--- config.mk ---
export PLATFORM = sky130hd
export DESIGN_NAME = day_number_date_converter
export DESIGN_NICKNAME = d
export VERILOG_FILES = /design/src/rtl/dndc_pkg.sv /design/src/rtl/day_number_date_converter.sv
export SDC_FILE = /design/constraint.sdc
export NUM_CORES = 1
export LEC_CHECK = 0
export BUFFER_PORTS_ARGS = -buffer_cell sky130_fd_sc_hd__buf_4
export CORE_ASPECT_RATIO = 1.2
export CORE_MARGIN = 3
export CORE_UTILIZATION = 45
export CTS_CLUSTER_DIAMETER = 60
export DETAILED_ROUTE_END_ITERATION = 12
export HOLD_SLACK_MARGIN = 0.03
export PLACE_DENSITY = 0.66
export RECOVER_POWER = 50
export SLEW_MARGIN = 20
export SYNTH_ARGS = -nofsm -noshare
export SYNTH_HDL_FRONTEND = slang
export SYNTH_SLANG_ARGS = --single-unit
--- constraint.sdc ---
create_clock -name clk_i -period 5.68 [get_ports clk_i]
set_clock_uncertainty 0.15 [all_clocks]
set_input_delay 0.284 -clock clk_i [delete_from_list [all_inputs] [get_ports clk_i]]
set_output_delay 0.284 -clock clk_i [all_outputs]
set_load 0.02 [all_outputs]
--- src/rtl/dndc_pkg.sv ---
`default_nettype none
// ----------------------------------------------------------------------------
// dndc_pkg
// Types, calendar constants and month-length lookup shared by the day number
// to date converter.
// ----------------------------------------------------------------------------
package dndc_pkg;

  localparam int unsigned DnW  = 22;
  localparam int unsigned YrW  = 14;
  localparam int unsigned MonW = 4;
  localparam int unsigned DayW = 5;
  localparam int unsigned DoyW = 9;
  localparam int unsigned AccW = 26;

  // day spans of the Gregorian cycle
  localparam logic [DnW-1:0] DAYS_400Y = 22'd146097;
  localparam logic [DnW-1:0] DAYS_100Y = 22'd36524;
  localparam logic [DnW-1:0] DAYS_4Y   = 22'd1461;
  localparam logic [DnW-1:0] DAYS_1Y   = 22'd365;

  localparam logic [DnW-1:0] YEARS_400 = 22'd400;
  localparam logic [DnW-1:0] YEARS_100 = 22'd100;
  localparam logic [DnW-1:0] YEARS_4   = 22'd4;
  localparam logic [DnW-1:0] YEARS_1   = 22'd1;

  localparam logic [AccW-1:0] DN_MAX   = 26'h3FFFFF;

  localparam logic             FUNC_DN2DATE = 1'b0;
  localparam logic             FUNC_DATE2DN = 1'b1;

  localparam logic [MonW-1:0]  MON_FEB = 4'd2;
  localparam logic [MonW-1:0]  MON_DEC = 4'd12;

  typedef enum logic [2:0] {
    ST_IDLE,
    ST_Y400,
    ST_Y100,
    ST_Y4,
    ST_Y1,
    ST_MON,
    ST_SUM
  } state_e;

  function automatic logic [DayW-1:0] month_len(input logic [MonW-1:0] m,
                                                input logic leap);
    logic [DayW-1:0] len;
    if (m == MON_FEB) begin
      len = leap ? 5'd29 : 5'd28;
    end else if (m inside {4'd4, 4'd6, 4'd9, 4'd11}) begin
      len = 5'd30;
    end else begin
      len = 5'd31;
    end
    return len;
  endfunction

endpackage
`default_nettype wire

--- src/rtl/day_number_date_converter.sv ---
`default_nettype none
// ----------------------------------------------------------------------------
// day_number_date_converter
// Converts between a running day number (day 1 = 1 Jan, year 1) and a
// proleptic Gregorian date, in either direction, with one shared
// subtract/compare unit stepping through 400-, 100-, 4- and 1-year spans
// and then months.
// ----------------------------------------------------------------------------
// Channel   Direction  Handshake            Payload
// request   in         start_i / busy_o     func_i, day_number_i, in_year_i,
//                                           in_month_i, in_day_i
// result    out        done_o (strobe)      out_day_number_o, out_year_o,
//                                           out_month_o, out_day_o,
//                                           day_of_year_o, is_leap_o, status_o
//
// A beat is taken when start_i is high and busy_o is low. The shared unit
// works through the 400-year, century, four-year, year and month steps in
// turn, with an exit step closing each span; date to day number adds a final
// summing step. Inputs rejected on entry finish without leaving idle. done_o
// pulses for one cycle with the result and the receiver cannot hold it off;
// the next beat may be taken in that same cycle. Reset clears the sequencer
// and the strobe only.
// ----------------------------------------------------------------------------
module day_number_date_converter
  import dndc_pkg::*;
#(
  parameter int unsigned MAX_YEAR = 9999
) (
  input  wire logic            clk_i,
  input  wire logic            rst_ni,
  input  wire logic            start_i,
  output logic                 busy_o,
  input  wire logic            func_i,
  input  wire logic [DnW-1:0]  day_number_i,
  input  wire logic [YrW-1:0]  in_year_i,
  input  wire logic [MonW-1:0] in_month_i,
  input  wire logic [DayW-1:0] in_day_i,
  output logic                 done_o,
  output logic [DnW-1:0]       out_day_number_o,
  output logic [YrW-1:0]       out_year_o,
  output logic [MonW-1:0]      out_month_o,
  output logic [DayW-1:0]      out_day_o,
  output logic [DoyW-1:0]      day_of_year_o,
  output logic                 is_leap_o,
  output logic                 status_o
);

  // last valid day number: days before year MAX_YEAR+1
  localparam logic [31:0] DN_LIMIT = 32'(MAX_YEAR * 365 + MAX_YEAR / 4
                                         - MAX_YEAR / 100 + MAX_YEAR / 400);
  localparam logic [16:0] MAX_YEAR_W = 17'(MAX_YEAR);

  state_e          state_q, state_d;
  logic [DnW-1:0]  r_q, r_d;
  logic [AccW-1:0] acc_q, acc_d;
  logic [1:0]      c_q, c_d;
  logic [4:0]      q4_q, q4_d;
  logic [1:0]      y1_q, y1_d;
  logic [MonW-1:0] m_q, m_d;
  logic [DoyW-1:0] doy_q, doy_d;
  logic            leap_q, leap_d;

  logic            func_q, func_d;
  logic [DnW-1:0]  dn_q, dn_d;
  logic [YrW-1:0]  yr_q, yr_d;
  logic [MonW-1:0] mo_q, mo_d;
  logic [DayW-1:0] d_q, d_d;

  logic            done_q;
  logic [DnW-1:0]  res_dn_q, res_dn_d;
  logic [YrW-1:0]  res_yr_q, res_yr_d;
  logic [MonW-1:0] res_mo_q, res_mo_d;
  logic [DayW-1:0] res_day_q, res_day_d;
  logic [DoyW-1:0] res_doy_q, res_doy_d;
  logic            res_leap_q, res_leap_d;
  logic            res_err_q, res_err_d;
  logic            fin;

  logic [DnW-1:0]  take;
  logic [AccW-1:0] give;
  logic [DnW:0]    diff;
  logic            ge;
  logic [AccW-1:0] sum;
  logic [DayW-1:0] mlen_cur;
  logic            leap_now;

  assign mlen_cur = month_len(m_q, leap_q);
  // year = n + 1 is leap when n mod 4 == 3, unless n mod 100 == 99 and n mod 400 != 399
  assign leap_now = (y1_q == 2'd3) && ((q4_q != 5'd24) || (c_q == 2'd3));

  always_comb begin
    state_d   = state_q;
    r_d       = r_q;
    acc_d     = acc_q;
    c_d       = c_q;
    q4_d      = q4_q;
    y1_d      = y1_q;
    m_d       = m_q;
    doy_d     = doy_q;
    leap_d    = leap_q;
    func_d    = func_q;
    dn_d      = dn_q;
    yr_d      = yr_q;
    mo_d      = mo_q;
    d_d       = d_q;
    fin       = 1'b0;
    res_dn_d  = '0;
    res_yr_d  = '0;
    res_mo_d  = '0;
    res_day_d = '0;
    res_doy_d = '0;
    res_leap_d = 1'b0;
    res_err_d = 1'b0;

    // shared step unit: what comes off r and what goes onto acc
    case (state_q)
      ST_Y400: begin
        take = (func_q == FUNC_DATE2DN) ? YEARS_400 : DAYS_400Y;
        give = AccW'((func_q == FUNC_DATE2DN) ? DAYS_400Y : YEARS_400);
      end
      ST_Y100: begin
        take = (func_q == FUNC_DATE2DN) ? YEARS_100 : DAYS_100Y;
        give = AccW'((func_q == FUNC_DATE2DN) ? DAYS_100Y : YEARS_100);
      end
      ST_Y4: begin
        take = (func_q == FUNC_DATE2DN) ? YEARS_4 : DAYS_4Y;
        give = AccW'((func_q == FUNC_DATE2DN) ? DAYS_4Y : YEARS_4);
      end
      ST_Y1: begin
        take = (func_q == FUNC_DATE2DN) ? YEARS_1 : DAYS_1Y;
        give = AccW'((func_q == FUNC_DATE2DN) ? DAYS_1Y : YEARS_1);
      end
      ST_MON: begin
        take = DnW'(mlen_cur);
        give = '0;
      end
      ST_SUM: begin
        take = '0;
        give = AccW'(doy_q);
      end
      default: begin
        take = '0;
        give = '0;
      end
    endcase
    diff = {1'b0, r_q} - {1'b0, take};
    ge   = ~diff[DnW];
    sum  = acc_q + give;

    case (state_q)
      ST_IDLE: begin
        if (start_i) begin
          func_d = func_i;
          dn_d   = day_number_i;
          yr_d   = in_year_i;
          mo_d   = in_month_i;
          d_d    = in_day_i;
          c_d    = '0;
          q4_d   = '0;
          y1_d   = '0;
          if (func_i == FUNC_DN2DATE) begin
            if ((day_number_i == '0) || ({10'd0, day_number_i} > DN_LIMIT)) begin
              fin       = 1'b1;
              res_err_d = 1'b1;
              res_dn_d  = day_number_i;
            end else begin
              r_d     = day_number_i - 22'd1;
              acc_d   = AccW'(1);
              state_d = ST_Y400;
            end
          end else begin
            if ((in_year_i == '0) || ({3'd0, in_year_i} > MAX_YEAR_W) ||
                (in_month_i == '0) || (in_month_i > MON_DEC) || (in_day_i == '0)) begin
              fin       = 1'b1;
              res_err_d = 1'b1;
            end else begin
              r_d     = DnW'(in_year_i - 14'd1);
              acc_d   = '0;
              state_d = ST_Y400;
            end
          end
        end
      end
      ST_Y400: begin
        if (ge) begin
          r_d   = diff[DnW-1:0];
          acc_d = sum;
        end else begin
          state_d = ST_Y100;
        end
      end
      ST_Y100: begin
        // at most three centuries: the last day of a 400-year span stays
        if (ge && (c_q != 2'd3)) begin
          r_d   = diff[DnW-1:0];
          acc_d = sum;
          c_d   = c_q + 2'd1;
        end else begin
          state_d = ST_Y4;
        end
      end
      ST_Y4: begin
        if (ge) begin
          r_d   = diff[DnW-1:0];
          acc_d = sum;
          q4_d  = q4_q + 5'd1;
        end else begin
          state_d = ST_Y1;
        end
      end
      ST_Y1: begin
        if (ge && (y1_q != 2'd3)) begin
          r_d   = diff[DnW-1:0];
          acc_d = sum;
          y1_d  = y1_q + 2'd1;
        end else begin
          leap_d = leap_now;
          m_d    = 4'd1;
          if (func_q == FUNC_DN2DATE) begin
            doy_d   = r_q[DoyW-1:0] + 9'd1;
            state_d = ST_MON;
          end else if (d_q > month_len(mo_q, leap_now)) begin
            fin       = 1'b1;
            res_err_d = 1'b1;
            state_d   = ST_IDLE;
          end else begin
            doy_d   = DoyW'(d_q);
            state_d = ST_MON;
          end
        end
      end
      ST_MON: begin
        if (func_q == FUNC_DN2DATE) begin
          if (ge && (m_q != MON_DEC)) begin
            r_d = diff[DnW-1:0];
            m_d = m_q + 4'd1;
          end else begin
            fin        = 1'b1;
            res_dn_d   = dn_q;
            res_yr_d   = acc_q[YrW-1:0];
            res_mo_d   = m_q;
            res_day_d  = r_q[DayW-1:0] + 5'd1;
            res_doy_d  = doy_q;
            res_leap_d = leap_q;
            state_d    = ST_IDLE;
          end
        end else begin
          if (m_q != mo_q) begin
            doy_d = doy_q + DoyW'(mlen_cur);
            m_d   = m_q + 4'd1;
          end else begin
            state_d = ST_SUM;
          end
        end
      end
      ST_SUM: begin
        fin     = 1'b1;
        state_d = ST_IDLE;
        if (sum > DN_MAX) begin
          res_err_d = 1'b1;
        end else begin
          res_dn_d   = sum[DnW-1:0];
          res_yr_d   = yr_q;
          res_mo_d   = mo_q;
          res_day_d  = d_q;
          res_doy_d  = doy_q;
          res_leap_d = leap_q;
        end
      end
      default: begin
        state_d = ST_IDLE;
      end
    endcase
  end

  always_ff @(posedge clk_i or negedge rst_ni) begin
    if (!rst_ni) begin
      state_q <= ST_IDLE;
      done_q  <= 1'b0;
    end else begin
      state_q <= state_d;
      done_q  <= fin;
    end
  end

  always_ff @(posedge clk_i) begin
    r_q    <= r_d;
    acc_q  <= acc_d;
    c_q    <= c_d;
    q4_q   <= q4_d;
    y1_q   <= y1_d;
    m_q    <= m_d;
    doy_q  <= doy_d;
    leap_q <= leap_d;
    func_q <= func_d;
    dn_q   <= dn_d;
    yr_q   <= yr_d;
    mo_q   <= mo_d;
    d_q    <= d_d;
    if (fin) begin
      res_dn_q   <= res_dn_d;
      res_yr_q   <= res_yr_d;
      res_mo_q   <= res_mo_d;
      res_day_q  <= res_day_d;
      res_doy_q  <= res_doy_d;
      res_leap_q <= res_leap_d;
      res_err_q  <= res_err_d;
    end
  end

  assign busy_o           = (state_q != ST_IDLE);
  assign done_o           = done_q;
  assign out_day_number_o = res_dn_q;
  assign out_year_o       = res_yr_q;
  assign out_month_o      = res_mo_q;
  assign out_day_o        = res_day_q;
  assign day_of_year_o    = res_doy_q;
  assign is_leap_o        = res_leap_q;
  assign status_o         = res_err_q;

endmodule
`default_nettype wire

==> results.txt, run 1 <==
Failing checks - max-capacitance violations, max-slew violations
Die height - 175.4 µm
Clock-pin slew on the worst setup and hold paths - 0.08 ns
Final Max Slew Viols - 79
Core Footprint - 23350 µm²
Synth area leaders - edfxtp_1 48%, ha_1 5.7%, o21ai_0 3.5%
Post-route cell area - 12640 µm²
Relative slew margins - -33.60%
Async SR Flop Fraction - 2.260%
Syn Inst Count - 1029
Setup violators final - 0
Startpoint types - register
CTS tree - built
Nets - 1271
DR vias/cell - 5.917
Most frequent cell after synthesis - edfxtp_1
First-pass GRT wire length - 48660 µm
Top FF cell, synth - edfxtp_1
Post-synth EDFFs - 173
Largest net degree at the start of global routing - 58
Critical path origin - state_q[1]$_DFFE_PN0P_
Final hold violation count - 0
Row count - 61
Worst skew pair latency - 0.44 ns
Number of global-route vias before repair - 8621
R2r setup slk - 0.69 ns
Max-capacitance violation count - 2
# DRC - 0
CTS Buf Count - 17
Antenna violations before repair - 0
Iteration-0 DRC count of the detailed router - 886
Seq/Total Area, Yosys - 49.23%
I/O Pins - 107
Pre-CTS WS - 0.8152 ns
Clock sinks - 177
Final Wtd Congestion - 0.9886
Synth Net Count - 1130
Min cycle time layout - 4.992 ns
Top delay family on crit path - compound AO/OA/AOI/OAI gates
Worst Hold Margin - 0.1501 ns
Chip width - 147.1 µm
Largest area contributor in the netlist - edfxtp_1
GR Overflow Total - 0
Drt first pass iters - 6
Worst hold path type - in2reg
I/O Buffers - 106
Cell Chain, Critical Path - clkbuf_1 -> nor2_1 -> nand2_1 -> nand2_1 -> a221o_1 -> ha_1 -> a21oi_1 -> o21ai_0 -> a221oi_1 -> o31ai_2 -> a31oi_1 -> xor2_1 -> and4_1 -> buf_4 -> a22o_1
Critical path's slowest cell - and4_1
Initial Utilization - 46.05%
Commonest cells post-synth - 173 x edfxtp_1, 94 x nor2_1, 76 x o21ai_0
Most Frequent Cell on Critical Path - nand2_1
Total power - 2780 µW
Critical Path RT - 5.83 ns
Worst-case clock buffer depth - 2
Status - finished with violations
CTS Root Cell - clkbuf_16
Area fraction of the dominant cell type after synthesis - 48.30%
DIE AREA - 25800 µm²
Layout cell share with drive strength beyond 1 - 6.255%
Final setup TNS - 0 ns
N_diodes - 0
Cell Area, Synth - 10760 µm²
Buf/Inv on CP - 2
FF-to-FF Start - state_q[1]$_DFFE_PN0P_
Final period utilization - 87.89%
Synth Register Bits - 177
Crit path kind - reg2reg
Total of warnings raised by yosys - 0
CP Capture Type - register
Final Routed Wirelength - 31280 µm
RSZ-0062 raised after global routing - no
Leakage - 0.004464 µW
Gr usage total - 24.17%
Hpwl dp - 23270 µm
Yosys cell types - 77
Post-route antenna net violation count - 0
Syn-to-layout area delta - 17.52%
# H-tree levels - 4
CP max FO - 16
Slowest cell delay on critical path - 0.49 ns
F_max - 0.2003 GHz
P per Cell Area - 220.0 nW/µm²
Peak VDD IR - 0.0001816 V
Crit path DAT - 5.14 ns
Via count - 8863
Final worst setup slack - 0.6876 ns
DP Area - 11910 µm²
Fillers - 2161
HP Start - start_i
Worst-Margin Slew - 2.004 ns
Syn Area/Cell - 10.45 µm²
DR WL/cell - 20.88 µm
==> power by group <==
group	internal, µW	switching [µW]
Combinational	45.5	61.7
Clock	620	638
Sequential	1410	0
==> metal layers <==
metal / part of all wire (%) / up-vias / global-route usage [%]
met2: 47 / 392 / 39.49
li1: - / 4201 / -
met1: 44 / 4221 / 33.58
met5: 0 / - / 0
met4: 2.3 / 0 / 7.576
met3: 6.6 / 49 / 3.406
==> stage by stage <==
stage,cells,utilization [%]
6_report,1498,54.12
5_1_grt,1498,54.12
4_1_cts,1498,55.78
3_5_place_dp,1419,51.00
3_3_place_gp,1419,51.00
2_1_floorplan,1029,-
==> state kept, by name, indices dropped and copies added (netlist names), 2 cells and up <==
name,cells
m_q,4
yr_q,14
out_year_o,14
day_of_year_o,9
out_month_o,4
doy_q,9
c_q,2
state_q,3
y1_q,2
acc_q,26
out_day_number_o,22
dn_q,22
q4_q,5
r_q,22
d_q,5
mo_q,4
out_day_o,5
==> cells by family (layout without fill, tap and decap cells) <==
logic type	Yosys count	count (layout)	share of synthesized area, %
AND/OR/NAND/NOR	317	317	14.62
AO/OA/AOI/OAI	312	312	19.42
flip-flops	177	177	49.23
XOR/XNOR	83	83	6.759
buffers and inverters	82	236	3.141
adder cells (fa/ha/maj)	52	52	6.259
multiplexers	6	6	0.5700
==> repair_timing <==
item / in CTS / in global routing
hold buffers: 47 / 0
resized for setup: 0 / 0
setup buffers: 0 / 0
endpoints found under the hold margin: 49 / 0
==> final timing paths <==
kind,endpoint,cells past startpoint
setup / recovery,out_day_o[4]$_DFFE_PP_,15
setup reg to reg,out_day_o[4]$_DFFE_PP_,15
hold / removal,state_q[0]$_DFFE_PN0P_,4
max in group asynchronous,state_q[2]$_DFFE_PN0P_,3
min in group asynchronous,done_o$_DFF_PN0_,3
hold reg to reg,out_year_o[1]$_DFFE_PP_,1
==> layout by cell type, fill, tap and decap left out, drive strengths merged, types with 11 or more instances in the layout <==
| cell | count |
|---|---|
| a21oi | 54 |
| xor2 | 41 |
| nor3 | 22 |
| ha | 49 |
| a21boi | 17 |
| a21o | 14 |
| o21ai | 79 |
| nor4 | 12 |
| o21a | 11 |
| a22o | 24 |
| a31oi | 13 |
| edfxtp | 173 |
| a22oi | 23 |
| nand4 | 12 |
| clkbuf | 124 |
| and3 | 15 |
| nand2 | 71 |
| dlygate4sd3 | 47 |
| o211ai | 19 |
| xnor2 | 42 |
| inv | 38 |
| nand3 | 32 |
| buf | 17 |
| nor2 | 95 |
==> worst min-delay path, delay by kind of cell <==
family | cells | cell delay, ns
buffers and inverters | 1 | 0.08
and+or+nand+nor | 1 | 0.09
AOI/OAI and AO/OA | 2 | 0.24
==> final cells by class <==
type	count	area [µm²]	share of cell area [%]
Inverter	33	123.9	0.9800
Timing Repair Buffer	171	1044	8.256
Clock buffer	17	425.4	3.366
Clock inverter	15	220.2	1.742
Sequential cell	177	5295	41.89
Multi-Input combinational cell	770	5137	40.65
Tap cell	315	394.1	3.118
Power figures use the tool's default switching activity.
==> run 2, diff against run 1 <==
- REMOVE_ABC_BUFFERS: default -> 1
==> results.txt, run 2 (synthesis results as in run 1) <==
Final hold violation count - 0 (unchanged)
Peak VDD IR - 0.0002216 V (was 0.0001816 V)
Final Routed Wirelength - 29920 µm (was 31280 µm)
Reg with most FFs - acc_q (unchanged)
Startpoint types - register (unchanged)
GR Overflow Total - 0 (unchanged)
Min cycle time layout - 5.084 ns (was 4.992 ns)
Die height - 175.4 µm (unchanged)
Gr usage total - 22.80% (was 24.17%)
DIE AREA - 25800 µm² (unchanged)
Depth of the worst register-to-register path - 15 (unchanged)
Crit path DAT - 5.04 ns (was 5.14 ns)
Final period utilization - 89.51% (was 87.89%)
Buf/Inv on CP - 4 (was 2)
Internal Dissipation - 2055 µW (was 2080 µW)
Leakage - 0.004459 µW (was 0.004464 µW)
Setup Buffers After CTS - 0 (unchanged)
CP Capture Point - out_day_number_o[11]$_DFFE_PP_ (was out_day_o[4]$_DFFE_PP_)
Clock sinks - 177 (unchanged)
Nets - 1274 (was 1271)
Largest net degree at the start of global routing - 58 (unchanged)
Setup violators final - 0 (unchanged)
# H-tree levels - 4 (unchanged)
Crit path kind - reg2reg (unchanged)
Drt first pass iters - 5 (was 6)
Via count - 8813 (was 8863)
Status - finished with violations (unchanged)
Layout cell share with drive strength beyond 1 - 6.239% (was 6.255%)
DR vias/cell - 5.871 (was 5.917)
Total power - 2696 µW (was 2780 µW)
# DRC - 0 (unchanged)
Critical path depth - 15 (unchanged)
Worst flop-to-flop path endpoint - out_day_number_o[11]$_DFFE_PP_ (was out_day_o[4]$_DFFE_PP_)
Most frequent cells in the layout - 173 x edfxtp_1, 105 x clkbuf_1, 94 x nor2_1 (was 173 x edfxtp_1, 102 x clkbuf_1, 94 x nor2_1)
Antenna violations before repair - 0 (unchanged)
Final Max Slew Viols - 89 (was 79)
Slowest cell delay on critical path - 0.57 ns (was 0.49 ns)
CP Capture Type - register (unchanged)
FF-to-FF Start - state_q[1]$_DFFE_PN0P_ (unchanged)
Max FFs per register - 26 (unchanged)
Worst skew pair latency - 0.44 ns (about the same)
Sequential Power Share - 52.5% (was 50.9%)
CTS Buf Count - 17 (unchanged)
Initial Utilization - 46.05% (unchanged)
Critical Path RT - 5.64 ns (was 5.83 ns)
Most Frequent Cell on Critical Path - clkbuf_1 (was nand2_1)
DR WL/cell - 19.93 µm (was 20.88 µm)
Cell Chain, Critical Path - clkinv_1 -> clkbuf_1 -> nand2_1 -> nor3_1 -> clkbuf_1 -> a21oi_1 -> ha_1 -> and3_1 -> a21boi_0 -> a41o_1 -> a21boi_1 -> a32oi_1 -> or3_1 -> nand3_2 -> buf_12 (was clkbuf_1 -> nor2_1 -> nand2_1 -> nand2_1 -> a221o_1 -> ha_1 -> a21oi_1 -> o21ai_0 -> a221oi_1 -> o31ai_2 -> a31oi_1 -> xor2_1 -> and4_1 -> buf_4 -> a22o_1)
Critical path origin - state_q[1]$_DFFE_PN0P_ (unchanged)
Critical path's slowest cell - or3_1 (was and4_1)
P per Cell Area - 214.2 nW/µm² (was 220.0 nW/µm²)
CTS Root Cell - clkbuf_16 (unchanged)
R2r setup slk - 0.60 ns (was 0.69 ns)
Leading cell type in the layout, fill and taps excluded - edfxtp_1 (unchanged)
Worst-Margin Slew - 1.926 ns (was 2.004 ns)
Comb pwr share - 4.0% (was 3.9%)
I/O Pins - 107 (unchanged)
Sw Ratio - 23.77% (was 25.18%)
Worst hold path type - in2reg (unchanged)
I/O Buffers - 106 (unchanged)
Max-capacitance violation count - 2 (unchanged)
Post-route antenna net violation count - 0 (unchanged)
Iteration-0 DRC count of the detailed router - 766 (was 886)
Clock Power Share - 43.5% (was 45.3%)
Chip width - 147.1 µm (unchanged)
Failing checks - max-capacitance violations, max-slew violations (unchanged)
N_diodes - 0 (unchanged)
First-pass GRT wire length - 45800 µm (was 48660 µm)
Clock-pin slew on the worst setup and hold paths - 0.08 ns (about the same)
Row count - 61 (unchanged)
Top delay family on crit path - simple AND/OR/NAND/NOR gates (was compound AO/OA/AOI/OAI gates)
Number of global-route vias before repair - 8331 (was 8621)
Syn-to-layout area delta - 17.02% (was 17.52%)
Relative slew margins - -28.57% (was -33.60%)
CP max FO - 57 (was 16)
F_max - 0.1967 GHz (was 0.2003 GHz)
Worst-case clock buffer depth - 2 (unchanged)
CTS tree - built (unchanged)
Final Wtd Congestion - 0.9632 (was 0.9886)
RSZ-0062 raised after global routing - no (unchanged)
Hpwl dp - 21770 µm (was 23270 µm)
Core Footprint - 23350 µm² (unchanged)
Sw Pwr - 640.8 µW (was 700.1 µW)
Final setup TNS - 0 ns (unchanged)
## run 2: power groups by stage
stage	clock network, µW	logic [µW]	registers, µW
final	1170	108	1410
after global routing	1240	116	1410
after CTS	1190	118	1410
after detailed placement	0	92.4	1440
after global placement	0	92.0	1440
after floorplan	0	26.6	1440
## run 2: worst min-delay path by stage
| stage | slack [ns] | depth (start not counted) | to | start |
|---|---|---|---|---|
| 3_3_place_gp | -0.06 | 1 | done_o$_DFF_PN0_ | rst_ni |
| 3_5_place_dp | -0.06 | 1 | done_o$_DFF_PN0_ | rst_ni |
| 6_report | 0.09 | 4 | state_q[0]$_DFFE_PN0P_ | start_i |
| 4_1_cts | 0.08 | 4 | state_q[0]$_DFFE_PN0P_ | start_i |
| 2_1_floorplan | -0.16 | 0 | done_o$_DFF_PN0_ | rst_ni |
| 5_1_grt | 0.12 | 4 | state_q[0]$_DFFE_PN0P_ | start_i |
## run 2: repair_timing
item | 4_1_cts | 5_1_grt
hold endpoints to repair | 49 | 0
resized for setup | 0 | 0
hold buffers | 47 | 0
## run 2: layout make-up
cell class,count,area (µm²)
clock inverter,14,160.2
inverter,33,123.9
sequential,177,5295
clock buffer,18,429.2
tap,315,394.1
multi-input combinational,770,5137
timing repair buffer,174,1046
fill,2113,10770
## run 2: worst register-to-register path: cells and delay by family (launching register included)
kind	cells	cell delay [ns]
flip-flops	1	0.56
AO/OA/AOI/OAI	5	1.23
buffers and inverters	4	1.04
AND/OR/NAND/NOR	5	1.34
adder cells (fa/ha/maj)	1	0.38
## run 2: metal layers
metal	track usage [%]	vias up	wire, µm	share of wire (%)
met1	31.19	4223	13140	44
li1	-	4193	-	-
met4	7.653	0	770	2.6
met2	36.97	340	14020	47
met3	4.052	57	1985	6.6
met5	0	-	0	0
## run 2: per-stage QoR
stage | area [µm²] | setup slack [ns] | cells | hold slack [ns] | util, %
2_1_floorplan | 10540 | 0.3839 | 980 | -0.1616 | -
3_3_place_gp | 11920 | 0.8036 | 1422 | -0.05996 | 51.04
3_5_place_dp | 11920 | 0.7039 | 1422 | -0.06095 | 51.04
4_1_cts | 12980 | 0.6735 | 1501 | 0.08095 | 55.58
5_1_grt | 12590 | 0.2830 | 1501 | 0.1173 | 53.89
6_report | 12590 | 0.5959 | 1501 | 0.09296 | 53.89
